<file path="config.mk">
export PLATFORM = sky130hd
export DESIGN_NAME = primitive_assembly_triangles_flat
export DESIGN_NICKNAME = d
export VERILOG_FILES = /design/src/design/pat_pkg.sv /design/src/design/pat_ifs.sv /design/src/design/primitive_assembly_triangles.sv /design/src/design/pat_front.sv /design/src/design/pat_queue.sv /design/src/design/pat_back.sv /design/src/flat_wrapper.sv
export SDC_FILE = /design/constraint.sdc
export NUM_CORES = 1
export LEC_CHECK = 0
export BUFFER_PORTS_ARGS = -buffer_cell sky130_fd_sc_hd__buf_4
export CAP_MARGIN = 20
export CORE_ASPECT_RATIO = 0.6
export CORE_MARGIN = 3
export CORE_UTILIZATION = 65
export DETAILED_ROUTE_END_ITERATION = 10
export PLACE_DENSITY = 0.94
export SLEW_MARGIN = 20
export SYNTH_ARGS = -nofsm -noshare
export SYNTH_HDL_FRONTEND = slang
export SYNTH_SLANG_ARGS = --single-unit
</file>
<file path="constraint.sdc">
create_clock -name i_clk -period 15.7 [get_ports i_clk]
set_input_delay 1.57 -clock i_clk [delete_from_list [all_inputs] [get_ports i_clk]]
set_output_delay 1.57 -clock i_clk [all_outputs]
set_load 0.02 [all_outputs]
</file>
<file path="src/design/pat_pkg.sv">
package pat_pkg;

    localparam int INDEX_BITS  = 24;
    localparam int TEX_ID_BITS = 16;
    localparam int Q_DEPTH     = 2;
    localparam int Q_PTR_BITS  = (Q_DEPTH > 1) ? $clog2(Q_DEPTH) : 1;
    localparam int Q_CNT_BITS  = $clog2(Q_DEPTH + 1);

    typedef logic [INDEX_BITS-1:0]  t_index;
    typedef logic [TEX_ID_BITS-1:0] t_tex_id;

    typedef enum logic {
        CMD_BEGIN  = 1'b0,
        CMD_VERTEX = 1'b1
    } t_cmd;

    typedef enum logic [1:0] {
        KIND_LIST    = 2'd0,
        KIND_STRIP   = 2'd1,
        KIND_FAN     = 2'd2,
        KIND_UNKNOWN = 2'd3
    } t_kind;

    typedef struct packed {
        logic    vtx;
        logic    emit;
        t_index  index_a;
        t_index  index_b;
        t_index  index_c;
        logic    textured;
        t_tex_id tex_id;
        logic    vwrap;
    } t_work;

    typedef struct packed {
        logic    tri_valid;
        t_index  index_a;
        t_index  index_b;
        t_index  index_c;
        logic    chunk_open;
        t_index  chunk_start;
        logic    chunk_textured;
        t_tex_id chunk_tex_id;
        logic    count_wrapped;
    } t_result;

endpackage

</file>
<file path="src/design/pat_ifs.sv">
interface pat_in_if;
    logic                       valid;
    logic                       ready;
    logic                       cmd;
    logic [1:0]                 prim_type;
    logic                       textured;
    logic [pat_pkg::TEX_ID_BITS-1:0] tex_id;

    modport source (output valid, output cmd, output prim_type, output textured,
                    output tex_id, input ready);
    modport sink (input valid, input cmd, input prim_type, input textured,
                  input tex_id, output ready);
endinterface

interface pat_out_if;
    logic                            valid;
    logic                            ready;
    logic                            tri_valid;
    logic [pat_pkg::INDEX_BITS-1:0]  index_a;
    logic [pat_pkg::INDEX_BITS-1:0]  index_b;
    logic [pat_pkg::INDEX_BITS-1:0]  index_c;
    logic                            chunk_open;
    logic [pat_pkg::INDEX_BITS-1:0]  chunk_start;
    logic                            chunk_textured;
    logic [pat_pkg::TEX_ID_BITS-1:0] chunk_tex_id;
    logic                            count_wrapped;

    modport source (output valid, output tri_valid, output index_a, output index_b,
                    output index_c, output chunk_open, output chunk_start,
                    output chunk_textured, output chunk_tex_id, output count_wrapped,
                    input ready);
    modport sink (input valid, input tri_valid, input index_a, input index_b,
                  input index_c, input chunk_open, input chunk_start,
                  input chunk_textured, input chunk_tex_id, input count_wrapped,
                  output ready);
endinterface

</file>
<file path="src/design/primitive_assembly_triangles.sv">
// Triangle assembly for list, strip and fan primitives with material chunk tracking.
// The block takes one request per clock and delivers exactly one result per request
// via a front stage, a two-entry queue and a back stage: the front stage assigns the
// vertex index and forms the triangle from the running vertex count, the queue carries
// the request, and the back stage updates the triangle count and the open chunk and
// holds the result in an output register. Both sides may stall freely; input ready
// drops only when the queue holds two requests that the output has not taken.
// Counters wrap at their width and the wrap flag stays set until reset.
module primitive_assembly_triangles (
    input logic       i_clk,
    input logic       i_rst_n,
    pat_in_if.sink    i_in,
    pat_out_if.source o_out
);

    logic           push, space, q_valid, pop;
    pat_pkg::t_work push_work, head_work;

    pat_front u_front (
        .i_clk   (i_clk),
        .i_rst_n (i_rst_n),
        .i_in    (i_in),
        .o_push  (push),
        .o_work  (push_work),
        .i_space (space)
    );

    pat_queue u_queue (
        .i_clk   (i_clk),
        .i_rst_n (i_rst_n),
        .i_push  (push),
        .i_work  (push_work),
        .o_space (space),
        .o_valid (q_valid),
        .o_work  (head_work),
        .i_pop   (pop)
    );

    pat_back u_back (
        .i_clk   (i_clk),
        .i_rst_n (i_rst_n),
        .i_valid (q_valid),
        .i_work  (head_work),
        .o_pop   (pop),
        .o_out   (o_out)
    );

endmodule

</file>
<file path="src/design/pat_front.sv">
module pat_front (
    input  logic           i_clk,
    input  logic           i_rst_n,
    pat_in_if.sink         i_in,
    output logic           o_push,
    output pat_pkg::t_work o_work,
    input  logic           i_space
);

    pat_pkg::t_index r_vtotal, n_vtotal;
    pat_pkg::t_index r_base, n_base;
    pat_pkg::t_index r_len, n_len;
    pat_pkg::t_kind  r_kind, n_kind;
    logic [1:0]      r_mod3, n_mod3;
    logic            accept;
    logic            long_enough;
    pat_pkg::t_work  work;

    assign i_in.ready = i_space;
    assign accept     = i_in.valid && i_space;

    always_comb begin
        n_vtotal    = r_vtotal;
        n_base      = r_base;
        n_len       = r_len;
        n_kind      = r_kind;
        n_mod3      = r_mod3;
        work        = '0;
        long_enough = 1'b0;
        if (pat_pkg::t_cmd'(i_in.cmd) == pat_pkg::CMD_BEGIN) begin
            n_kind = pat_pkg::t_kind'(i_in.prim_type);
            n_base = r_vtotal;
            n_len  = '0;
            n_mod3 = 2'd0;
        end else begin
            n_vtotal = r_vtotal + pat_pkg::INDEX_BITS'(1);
            n_len    = r_len + pat_pkg::INDEX_BITS'(1);
            if (n_len == '0 || r_mod3 == 2'd2) begin
                n_mod3 = 2'd0;
            end else begin
                n_mod3 = r_mod3 + 2'd1;
            end
            long_enough   = n_len >= pat_pkg::INDEX_BITS'(3);
            work.vtx      = 1'b1;
            work.textured = i_in.textured;
            work.tex_id   = i_in.tex_id;
            work.vwrap    = n_vtotal == '0;
            if (long_enough) begin
                unique case (r_kind)
                    pat_pkg::KIND_LIST: begin
                        work.emit = n_mod3 == 2'd0;
                    end
                    pat_pkg::KIND_STRIP,
                    pat_pkg::KIND_FAN: begin
                        work.emit = 1'b1;
                    end
                    default: begin
                        work.emit = 1'b0;
                    end
                endcase
            end
            if (work.emit) begin
                work.index_c = r_vtotal;
                work.index_b = r_vtotal - pat_pkg::INDEX_BITS'(1);
                work.index_a = r_vtotal - pat_pkg::INDEX_BITS'(2);
                if (r_kind == pat_pkg::KIND_FAN) begin
                    work.index_a = r_base;
                end else if (r_kind == pat_pkg::KIND_STRIP && !n_len[0]) begin
                    work.index_a = r_vtotal - pat_pkg::INDEX_BITS'(1);
                    work.index_b = r_vtotal - pat_pkg::INDEX_BITS'(2);
                end
            end
        end
    end

    always_ff @(posedge i_clk) begin
        if (!i_rst_n) begin
            r_vtotal <= '0;
            r_base   <= '0;
            r_len    <= '0;
            r_kind   <= pat_pkg::KIND_UNKNOWN;
            r_mod3   <= 2'd0;
        end else if (accept) begin
            r_vtotal <= n_vtotal;
            r_base   <= n_base;
            r_len    <= n_len;
            r_kind   <= n_kind;
            r_mod3   <= n_mod3;
        end
    end

    assign o_push = accept;
    assign o_work = work;

`ifndef SYNTHESIS
    a_begin_clears_len: assert property (@(posedge i_clk) disable iff (!i_rst_n)
        accept && pat_pkg::t_cmd'(i_in.cmd) == pat_pkg::CMD_BEGIN
        |=> r_len == '0 && r_mod3 == 2'd0)
        else $error("primitive length not cleared by begin request");
`endif

endmodule

</file>
<file path="src/design/pat_queue.sv">
module pat_queue (
    input  logic           i_clk,
    input  logic           i_rst_n,
    input  logic           i_push,
    input  pat_pkg::t_work i_work,
    output logic           o_space,
    output logic           o_valid,
    output pat_pkg::t_work o_work,
    input  logic           i_pop
);

    pat_pkg::t_work                   r_mem [pat_pkg::Q_DEPTH];
    logic [pat_pkg::Q_PTR_BITS-1:0]   r_wptr, r_rptr;
    logic [pat_pkg::Q_CNT_BITS-1:0]   r_count;
    logic                             do_push, do_pop;

    assign o_space = r_count != pat_pkg::Q_CNT_BITS'(pat_pkg::Q_DEPTH);
    assign o_valid = r_count != '0;
    assign o_work  = r_mem[r_rptr];
    assign do_push = i_push && o_space;
    assign do_pop  = i_pop && o_valid;

    always_ff @(posedge i_clk) begin
        if (do_push) begin
            r_mem[r_wptr] <= i_work;
        end
    end

    always_ff @(posedge i_clk) begin
        if (!i_rst_n) begin
            r_wptr  <= '0;
            r_rptr  <= '0;
            r_count <= '0;
        end else begin
            if (do_push) begin
                r_wptr <= (r_wptr == pat_pkg::Q_PTR_BITS'(pat_pkg::Q_DEPTH - 1)) ?
                          '0 : r_wptr + pat_pkg::Q_PTR_BITS'(1);
            end
            if (do_pop) begin
                r_rptr <= (r_rptr == pat_pkg::Q_PTR_BITS'(pat_pkg::Q_DEPTH - 1)) ?
                          '0 : r_rptr + pat_pkg::Q_PTR_BITS'(1);
            end
            if (do_push && !do_pop) begin
                r_count <= r_count + pat_pkg::Q_CNT_BITS'(1);
            end else if (do_pop && !do_push) begin
                r_count <= r_count - pat_pkg::Q_CNT_BITS'(1);
            end
        end
    end

`ifndef SYNTHESIS
    a_count_bound: assert property (@(posedge i_clk) disable iff (!i_rst_n)
        r_count <= pat_pkg::Q_CNT_BITS'(pat_pkg::Q_DEPTH))
        else $error("queue count beyond depth");
    a_push_full: assert property (@(posedge i_clk) disable iff (!i_rst_n)
        !o_space && !do_pop |=> !o_space && $stable(r_wptr))
        else $error("queue accepted a request while full");
`endif

endmodule

</file>
<file path="src/design/pat_back.sv">
module pat_back (
    input  logic           i_clk,
    input  logic           i_rst_n,
    input  logic           i_valid,
    input  pat_pkg::t_work i_work,
    output logic           o_pop,
    pat_out_if.source      o_out
);

    pat_pkg::t_index  r_tri;
    logic             r_wrap;
    logic             r_cvalid;
    logic             r_ctex;
    pat_pkg::t_tex_id r_cname;
    logic             r_out_valid;
    pat_pkg::t_result r_out, n_out;
    pat_pkg::t_index  n_tri;
    logic             pop, change, tri_hit;

    assign pop     = i_valid && (!r_out_valid || o_out.ready);
    assign tri_hit = i_work.vtx && i_work.emit;
    assign change  = i_work.vtx && (!r_cvalid || r_ctex != i_work.textured ||
                                    r_cname != i_work.tex_id);
    assign n_tri   = r_tri + pat_pkg::INDEX_BITS'(1);

    always_comb begin
        n_out               = '0;
        n_out.tri_valid     = tri_hit;
        n_out.index_a       = i_work.index_a;
        n_out.index_b       = i_work.index_b;
        n_out.index_c       = i_work.index_c;
        n_out.count_wrapped = r_wrap || i_work.vwrap || (tri_hit && n_tri == '0);
        if (change) begin
            n_out.chunk_open     = 1'b1;
            n_out.chunk_start    = r_tri;
            n_out.chunk_textured = i_work.textured;
            n_out.chunk_tex_id   = i_work.tex_id;
        end
    end

    always_ff @(posedge i_clk) begin
        if (!i_rst_n) begin
            r_tri       <= '0;
            r_wrap      <= 1'b0;
            r_cvalid    <= 1'b0;
            r_ctex      <= 1'b0;
            r_cname     <= '0;
            r_out_valid <= 1'b0;
        end else begin
            if (pop) begin
                r_out_valid <= 1'b1;
                r_wrap      <= n_out.count_wrapped;
                if (tri_hit) begin
                    r_tri <= n_tri;
                end
                if (change) begin
                    r_cvalid <= 1'b1;
                    r_ctex   <= i_work.textured;
                    r_cname  <= i_work.tex_id;
                end
            end else if (o_out.ready) begin
                r_out_valid <= 1'b0;
            end
        end
    end

    always_ff @(posedge i_clk) begin
        if (pop) begin
            r_out <= n_out;
        end
    end

    assign o_pop                = pop;
    assign o_out.valid          = r_out_valid;
    assign o_out.tri_valid      = r_out.tri_valid;
    assign o_out.index_a        = r_out.index_a;
    assign o_out.index_b        = r_out.index_b;
    assign o_out.index_c        = r_out.index_c;
    assign o_out.chunk_open     = r_out.chunk_open;
    assign o_out.chunk_start    = r_out.chunk_start;
    assign o_out.chunk_textured = r_out.chunk_textured;
    assign o_out.chunk_tex_id   = r_out.chunk_tex_id;
    assign o_out.count_wrapped  = r_out.count_wrapped;

`ifndef SYNTHESIS
    a_chunk_after_vertex: assert property (@(posedge i_clk) disable iff (!i_rst_n)
        pop && i_work.vtx |=> r_cvalid)
        else $error("no chunk open after a vertex request");
    a_tri_shape: assert property (@(posedge i_clk) disable iff (!i_rst_n)
        r_out_valid && r_out.tri_valid |->
        r_out.index_c == r_out.index_b + pat_pkg::INDEX_BITS'(1) ||
        r_out.index_c == r_out.index_a + pat_pkg::INDEX_BITS'(1))
        else $error("triangle indices are not consecutive");
`endif

endmodule
</file>
<file path="src/flat_wrapper.sv">
// flat-port wrapper written by rule: the top's interface ports become plain ports
module primitive_assembly_triangles_flat 
  (i_clk, i_rst_n, i_in_valid, i_in_cmd, i_in_prim_type, i_in_textured, i_in_tex_id, i_in_ready, o_out_valid, o_out_tri_valid, o_out_index_a, o_out_index_b, o_out_index_c, o_out_chunk_open, o_out_chunk_start, o_out_chunk_textured, o_out_chunk_tex_id, o_out_count_wrapped, o_out_ready);
  pat_in_if i_in_i ();
  pat_out_if o_out_i ();
  input logic i_clk;
  input logic i_rst_n;
  input wire logic [$bits(i_in_i.valid)-1:0] i_in_valid;
  input wire logic [$bits(i_in_i.cmd)-1:0] i_in_cmd;
  input wire logic [$bits(i_in_i.prim_type)-1:0] i_in_prim_type;
  input wire logic [$bits(i_in_i.textured)-1:0] i_in_textured;
  input wire logic [$bits(i_in_i.tex_id)-1:0] i_in_tex_id;
  output wire logic [$bits(i_in_i.ready)-1:0] i_in_ready;
  output wire logic [$bits(o_out_i.valid)-1:0] o_out_valid;
  output wire logic [$bits(o_out_i.tri_valid)-1:0] o_out_tri_valid;
  output wire logic [$bits(o_out_i.index_a)-1:0] o_out_index_a;
  output wire logic [$bits(o_out_i.index_b)-1:0] o_out_index_b;
  output wire logic [$bits(o_out_i.index_c)-1:0] o_out_index_c;
  output wire logic [$bits(o_out_i.chunk_open)-1:0] o_out_chunk_open;
  output wire logic [$bits(o_out_i.chunk_start)-1:0] o_out_chunk_start;
  output wire logic [$bits(o_out_i.chunk_textured)-1:0] o_out_chunk_textured;
  output wire logic [$bits(o_out_i.chunk_tex_id)-1:0] o_out_chunk_tex_id;
  output wire logic [$bits(o_out_i.count_wrapped)-1:0] o_out_count_wrapped;
  input wire logic [$bits(o_out_i.ready)-1:0] o_out_ready;
  assign i_in_i.valid = i_in_valid;
  assign i_in_i.cmd = i_in_cmd;
  assign i_in_i.prim_type = i_in_prim_type;
  assign i_in_i.textured = i_in_textured;
  assign i_in_i.tex_id = i_in_tex_id;
  assign i_in_ready = i_in_i.ready;
  assign o_out_valid = o_out_i.valid;
  assign o_out_tri_valid = o_out_i.tri_valid;
  assign o_out_index_a = o_out_i.index_a;
  assign o_out_index_b = o_out_i.index_b;
  assign o_out_index_c = o_out_i.index_c;
  assign o_out_chunk_open = o_out_i.chunk_open;
  assign o_out_chunk_start = o_out_i.chunk_start;
  assign o_out_chunk_textured = o_out_i.chunk_textured;
  assign o_out_chunk_tex_id = o_out_i.chunk_tex_id;
  assign o_out_count_wrapped = o_out_i.count_wrapped;
  assign o_out_i.ready = o_out_ready;
  primitive_assembly_triangles u_core (.i_clk(i_clk), .i_rst_n(i_rst_n), .i_in(i_in_i), .o_out(o_out_i));
endmodule
</file>
# ---- After elaboration in Yosys (flattened, before gate mapping)
# Memories as Yosys holds them, arrays and structs flattened. A register that Yosys moved wholly into a read port is not among the register bits.
# Cells that the tools add are included.
dict set report word_totals {
  ff_bits 240
  ramBits 184
  inputBits 24
  word_cells 99
  mem_count 1
}
dict set report op_classes {
  addsub 10
  magnitude_cmp 1
  eq_ne 6
  n_mux 23
  bitwise_logic 1
  reduce_logical 34
}
# name words width read_ports rd_clocked_by_memory_dff write_ports line_no
set memory_table {}
lappend memory_table {u_core.u_queue.r_mem 2 92 1 1 1 pat_queue.sv:12} ;# pat_pkg::t_work r_mem [pat_pkg::Q_DEPTH];
# operator n
set ops {}
lappend ops {{2-to-1 mux 92 bit} 1}
lappend ops {{adder 24 x 1 -> 24 bit, second input constant} 3}
lappend ops {{logical NOT 24 bit} 3}
lappend ops {{2-to-1 mux 24 bit} 3}
lappend ops {{2-to-1 mux 72 bit} 1}
lappend ops {{2-to-1 mux 48 bit} 1}
lappend ops {{2-to-1 mux 42 bit} 1}
lappend ops {{>= comparator 24 x 2 -> 1 bit, second input constant} 1}
lappend ops {{subtractor 24 x 1 -> 24 bit, second input constant} 1}
lappend ops {{subtractor 24 x 2 -> 24 bit, second input constant} 1}
lappend ops {{!= test 16 bit} 1}
lappend ops {{logical AND 1 bit} 10}
lappend ops {{2-to-1 mux 1 bit} 10}
lappend ops {{2-to-1 mux 2 bit} 5}
lappend ops {{AND reduction 2 bit} 4}
lappend ops {{logical OR 1 bit} 6}
lappend ops {{nonzero test 2 bit} 3}
lappend ops {{logical NOT 1 bit} 5}
lappend ops {{adder 2 x 1 -> 2 bit, second input constant} 2}
lappend ops {{== test 2 bit, second input constant} 2}
lappend ops {{logical NOT 2 bit} 2}
lappend ops {{adder 1 bit, second input constant} 2}
lappend ops {{== test 2 x 1 -> 1 bit, second input constant} 1}
lappend ops {{!= test 2 bit, second input constant} 1}
lappend ops {{5 further kinds} 5}

# ---- Logic depth before layout (Yosys ltp)
dict set report depth {
  depth_word 11
  mapped_depth 11
  ltp_nobuf 9
}

# ---- Cells and area by module
# Synthesis repeated with hierarchy kept, for this count alone.
dict set report hier_totals {
  hier_cells 1747
  area_unflattened_um2 20004.2
}
# module instances cells_each area_per_inst_um2 seq_area_each_um2
set modules_own_cells {}
lappend modules_own_cells {pat_queue 1 310 6906.6 5625.4}
lappend modules_own_cells {pat_front 1 982 6820.3 1521.5}
lappend modules_own_cells {pat_back 1 455 6277.3 4364.2}

# ---- Least setup slack after synthesis
# Ideal clock, no wire load.
dict set report synth_path {
  kind {input-to-reg}
  start {input i_in_valid}
  end {memory u_core.u_queue.r_mem[0][0] (netlist bit), enable pin}
  setup_time_ns 0.544
  t_arrival_ns 5.741
  t_required_ns 15.156
  path_slack_ns 9.416
  path_stages 3
  path_buffers 1
  path_cell_list {nand2_1 clkbuf_1 nor2_1}
}
dict set report synth_via {
  elab_chain_len 4
}
# item line_no
set synth_rtl {}
lappend synth_rtl {{start, declared} flat_wrapper.sv:8} ;# input wire logic [$bits(i_in_i.valid)-1:0] i_in_valid;
lappend synth_rtl {{logical AND 1 bit} pat_front.sv:20} ;# assign accept = i_in.valid && i_space;
lappend synth_rtl {{logical AND 1 bit} pat_queue.sv:20} ;# assign do_push = i_push && o_space;
lappend synth_rtl {{2-to-1 mux 1 bit} pat_queue.sv:24} ;# if (do_push) begin
lappend synth_rtl {{2-to-1 mux 1 bit (implied by the code)} pat_queue.sv:25} ;# r_mem[r_wptr] <= i_work;
lappend synth_rtl {{end, declared} pat_queue.sv:12}
# Every way passes these cells.

==> results.yml <==
synth:
  synth-simple-area-share_pct: 16.4
  synth_cells: 1622
  post_synth_cell_types: 66
  netlist.top_cell.by_area: "sky130_fd_sc_hd__edfxtp_1"
  synth_fa_ha_area_share_pct: 1.06
  synth.avg_cell_area_um2: 11.6
  ys_dominant_reg_cell: "sky130_fd_sc_hd__edfxtp_1"
  synth_top_family_by_area: "simple AND/OR/NAND/NOR gates"
  synth.mux.area_fraction_pct: 5.52
  synth_edf_count: 300
  post-synth-top-count-cell: "sky130_fd_sc_hd__edfxtp_1"
  synth_fp_nets: 1662
  post_synth_main_area_contributors: "sky130_fd_sc_hd__edfxtp_1 (48%), sky130_fd_sc_hd__dfxtp_1 (13%), sky130_fd_sc_hd__mux2_2 (4.4%)"
  synthTopCellsByCount: "sky130_fd_sc_hd__edfxtp_1 (300), sky130_fd_sc_hd__nor2_1 (133), sky130_fd_sc_hd__nand2_1 (131)"
  seq_area_frac_synth_pct: 61.0
  synth_compound_area_share_pct: 7.07
  synth.ff_latch_count: 425
  syn-cell-area_um2: 18900
  synthDominantCellAreaShare_pct: 47.7
  synth.yosys.warnings: 0
  ys_async_sr_fraction_pct: 0
  yosys.area_share.xor_xnor_pct: 5.75
worst_setup_path:
  critical_path_fanouts_max: 73
  required_ns: 15.98
  crit_path_frequent_cell: "sky130_fd_sc_hd__or4_1"
  crit_family: "simple AND/OR/NAND/NOR gates"
  worst_ep_arrival_time_ns: 4.85
  timing.critical_path.cells: "ha_1 > nand3_1 > or4_1 > or4_1 > a2111o_1 > o31a_2 > buf_4 > nor3b_1"
  startpoint_type: "flip-flop"
  r2r.worst_path.cells: 8
  critical_path.slowest_cell: "sky130_fd_sc_hd__or4_1"
  critical_path_buf_inv_count: 1
  critPathCaptureType: "flip-flop"
  crit_cells: 8
  cp_slowest_stage_delay_ns: 0.71
  crit_type: "flip-flop to flip-flop"
floorplan:
  die_x_um: 226
  num_rows: 47
  core_region_area_um2: 28100
  die_area_um2: 31200
  initial_utilization_pct: 67.3
  chipHeight_um: 138
  floorplan.io_pins: 142
sta:
  final_max_slew_viol_count: 0
  fmax_ghz: 0.219
  hold_viol: 0
  relSlewSlack_pct: 33.0
  period_minus_slack_ns: 4.57
  worst_slew_pin_slew_ns: 1.00
  setup_viol_count_final: 0
  setup_repair_after_global_routing_missed_its_margin: "false"
  post-route-period-util_pct: 29.1
  finalSetupTns_ns: 0
  worst_clock_skew_ns: 0.0168
finish:
  final_instance_area_um2: 21200
  finalCoreUtilization_pct: 75.7
  final_layout_size_suffix_gt1_share_pct: 18.0
  layout.nets: 1736
  area_growth_syn_to_layout_pct: 12.5
  insertedDiodeCount: 0
routing:
  post_route_ant_nets: 0
  viasPerCell: 6.45
  routedWlPerCell_um: 21.6
  detailedRoute.firstPassIterationCount: 7
  drtIter0Drc: 2162
  remaining_drc_errors: 0
  route.vias.total: 13496
  routed_wl_mm: 45.3
cts:
  tritoncts_clock_tree: "done"
  cts_hold_repair.buffers: 0
  clock_sinks: 425
  cts-resized-gates: 0
  max-clock-path-buffers: 3
  cts.reportedPaths.clkPinSlew_ns: 0.06
  clock_insertion_delay_worst_skew_ns: 0.54
  root_buffer: "sky130_fd_sc_hd__clkbuf_16"
  post_cts_buffers: 0
  number_of_buffers_created_by_cts: 39
  h-tree-depth: 2
grt:
  grt-ovfl-total: 0
  number_of_global_route_vias_before_repair: 12732
  grt_start_max_net_pins: 85
  number_of_antenna_violations_at_the_first_check_in_global_routing: 0
  grt_pass1_wl_mm: 71.0
  grt_use_total_pct: 28.7
pwr:
  static_leak_nw: 7.61
  cellPowerDensity_nw_per_um2: 165
  post_layout_power_mw: 3.50
  worst_ir_drop_vdd_mv: 0.0915
job:
  max_cap_viol_count: 0
status:
  result_of_the_run: "complete, no violations"
placement:
  hpwl_mm: 28.6
  routabilityCongestion: 0.973
  placement.cell_area_um2: 20000
  placement.io_buffers: 141
hold_path:
  class_of_the_worst_hold_path: "flip-flop to flip-flop"
  min_delay_path_depth: 2
cells in the final DEF (no fill, tap or decap), types with 4 or more instances in the layout:
cell                        netlist  routed
sky130_fd_sc_hd__edfxtp_1       300     300
sky130_fd_sc_hd__buf_4            2     156
sky130_fd_sc_hd__nor2_1         133     132
sky130_fd_sc_hd__nand2_1        131     131
sky130_fd_sc_hd__dfxtp_1        125     124
sky130_fd_sc_hd__a21oi_1        108     108
sky130_fd_sc_hd__nor3_1          90      90
sky130_fd_sc_hd__mux2_2          73      73
sky130_fd_sc_hd__xnor2_1         72      72
sky130_fd_sc_hd__xor2_1          52      52
sky130_fd_sc_hd__and2_1          49      49
sky130_fd_sc_hd__nand3_1         42      42
sky130_fd_sc_hd__clkbuf_16        0      41
sky130_fd_sc_hd__o21ai_0         37      37
sky130_fd_sc_hd__nand4_1         30      30
sky130_fd_sc_hd__mux2i_1         22      22
sky130_fd_sc_hd__nor4_1          19      19
sky130_fd_sc_hd__or3_1           19      19
sky130_fd_sc_hd__and3_1          19      18
sky130_fd_sc_hd__a311oi_1        18      18
sky130_fd_sc_hd__nor3b_1         17      17
sky130_fd_sc_hd__inv_1           17      16
sky130_fd_sc_hd__ha_1            16      16
sky130_fd_sc_hd__or4_1           12      12
sky130_fd_sc_hd__and4_1          10      10
sky130_fd_sc_hd__clkinv_2         0       9
sky130_fd_sc_hd__a31oi_1          8       8
sky130_fd_sc_hd__clkinv_1         1       7
sky130_fd_sc_hd__a211oi_1         6       6
sky130_fd_sc_hd__clkbuf_1        94       6
sky130_fd_sc_hd__nor2b_1          5       5
sky130_fd_sc_hd__or2_2            5       5
sky130_fd_sc_hd__a21o_1           5       5
sky130_fd_sc_hd__nor3b_2          5       5
sky130_fd_sc_hd__clkbuf_8         0       5
sky130_fd_sc_hd__nand2b_1         4       4
sky130_fd_sc_hd__nand3b_1         4       4
sky130_fd_sc_hd__o211ai_1         4       4
cells by family after synthesis:
| family | after synthesis |
|---|---|
| adders and majority gates | 16 |
| xor gates and xnor gates | 124 |
| AOI/OAI and AO/OA | 216 |
| and+or+nand+nor | 604 |
| buffers and inverters | 142 |
| muxes | 95 |
| DFF | 425 |
final cells by class:
| cell class | count | area (um^2) |
|---|---|---|
| Tap cell | 367 | 459 |
| Inverter | 19 | 77.6 |
| Sequential cell | 425 | 11500 |
| Timing Repair Buffer | 156 | 1170 |
| Clock inverter | 18 | 125 |
| Clock buffer | 52 | 1120 |
| Fill cell | 1611 | 6820 |
| Multi-Input combinational cell | 1055 | 6770 |
power breakdown:
group,internal [mW],switching [mW]
Sequential,1.52,0.104
Clock,0.519,0.410
Combinational,0.344,0.596
state kept, by name (all words and copies together), names as in the netlist, 2 cells and up, named ones only:
signal and cells:
u_core.u_front.r_mod3 2, u_core.u_back.o_out.chunk_tex_id 16, u_core.u_front.r_kind 2, u_core.u_front.r_base 24, u_core.u_back.o_out.index_b 24, u_core.u_queue.r_count 2, u_core.u_back.o_out.chunk_start 24, u_core.u_queue.r_mem 184
u_core.u_front.r_len 24, u_core.u_back.r_tri 24, u_core.u_back.r_cname 16, u_core.u_front.r_vtotal 24, u_core.u_back.o_out.index_c 24, u_core.u_back.o_out.index_a 24
tightest hold or removal path, stage by stage, from the launching register on:
cell	delay, ns
sky130_fd_sc_hd__dfxtp_1	0.31
sky130_fd_sc_hd__nand2_1	0.05
sky130_fd_sc_hd__a21oi_1	0.05
per-stage QoR:
stage / instances / worst slack, ns / hold slack [ns]
3_3_place_gp: 2022 / 11.22 / 0.442
3_5_place_dp: 2022 / 11.17 / 0.448
5_1_grt: 2092 / 10.88 / 0.482
2_1_floorplan: 1622 / 9.42 / 0.436
4_1_cts: 2092 / 11.17 / 0.458
6_report: 2092 / 11.13 / 0.460
path summary, 6_finish.rpt:
| kind | start | to | slack (ns) |
|---|---|---|---|
| hold / removal | u_core.u_front.r_base[4] | u_core.u_front.r_base[4] | 0.46 |
| hold reg to reg | u_core.u_front.r_base[4] | u_core.u_front.r_base[4] | 0.46 |
| setup reg to reg | u_core.u_front.r_len[0] | u_core.u_queue.r_mem[0][31] | 11.13 |
| setup / recovery | u_core.u_front.r_len[0] | u_core.u_queue.r_mem[0][31] | 11.13 |
metal layers:
metal	GRT usage, %	up-vias	routed length, um
met5	0	-	0
met4	7.95	0	1140
met3	7.63	121	5130
met2	41.4	851	19700
met1	43.4	6484	19300
li1	-	6040	-
No activity file was read; power rests on OpenSTA's default activity.
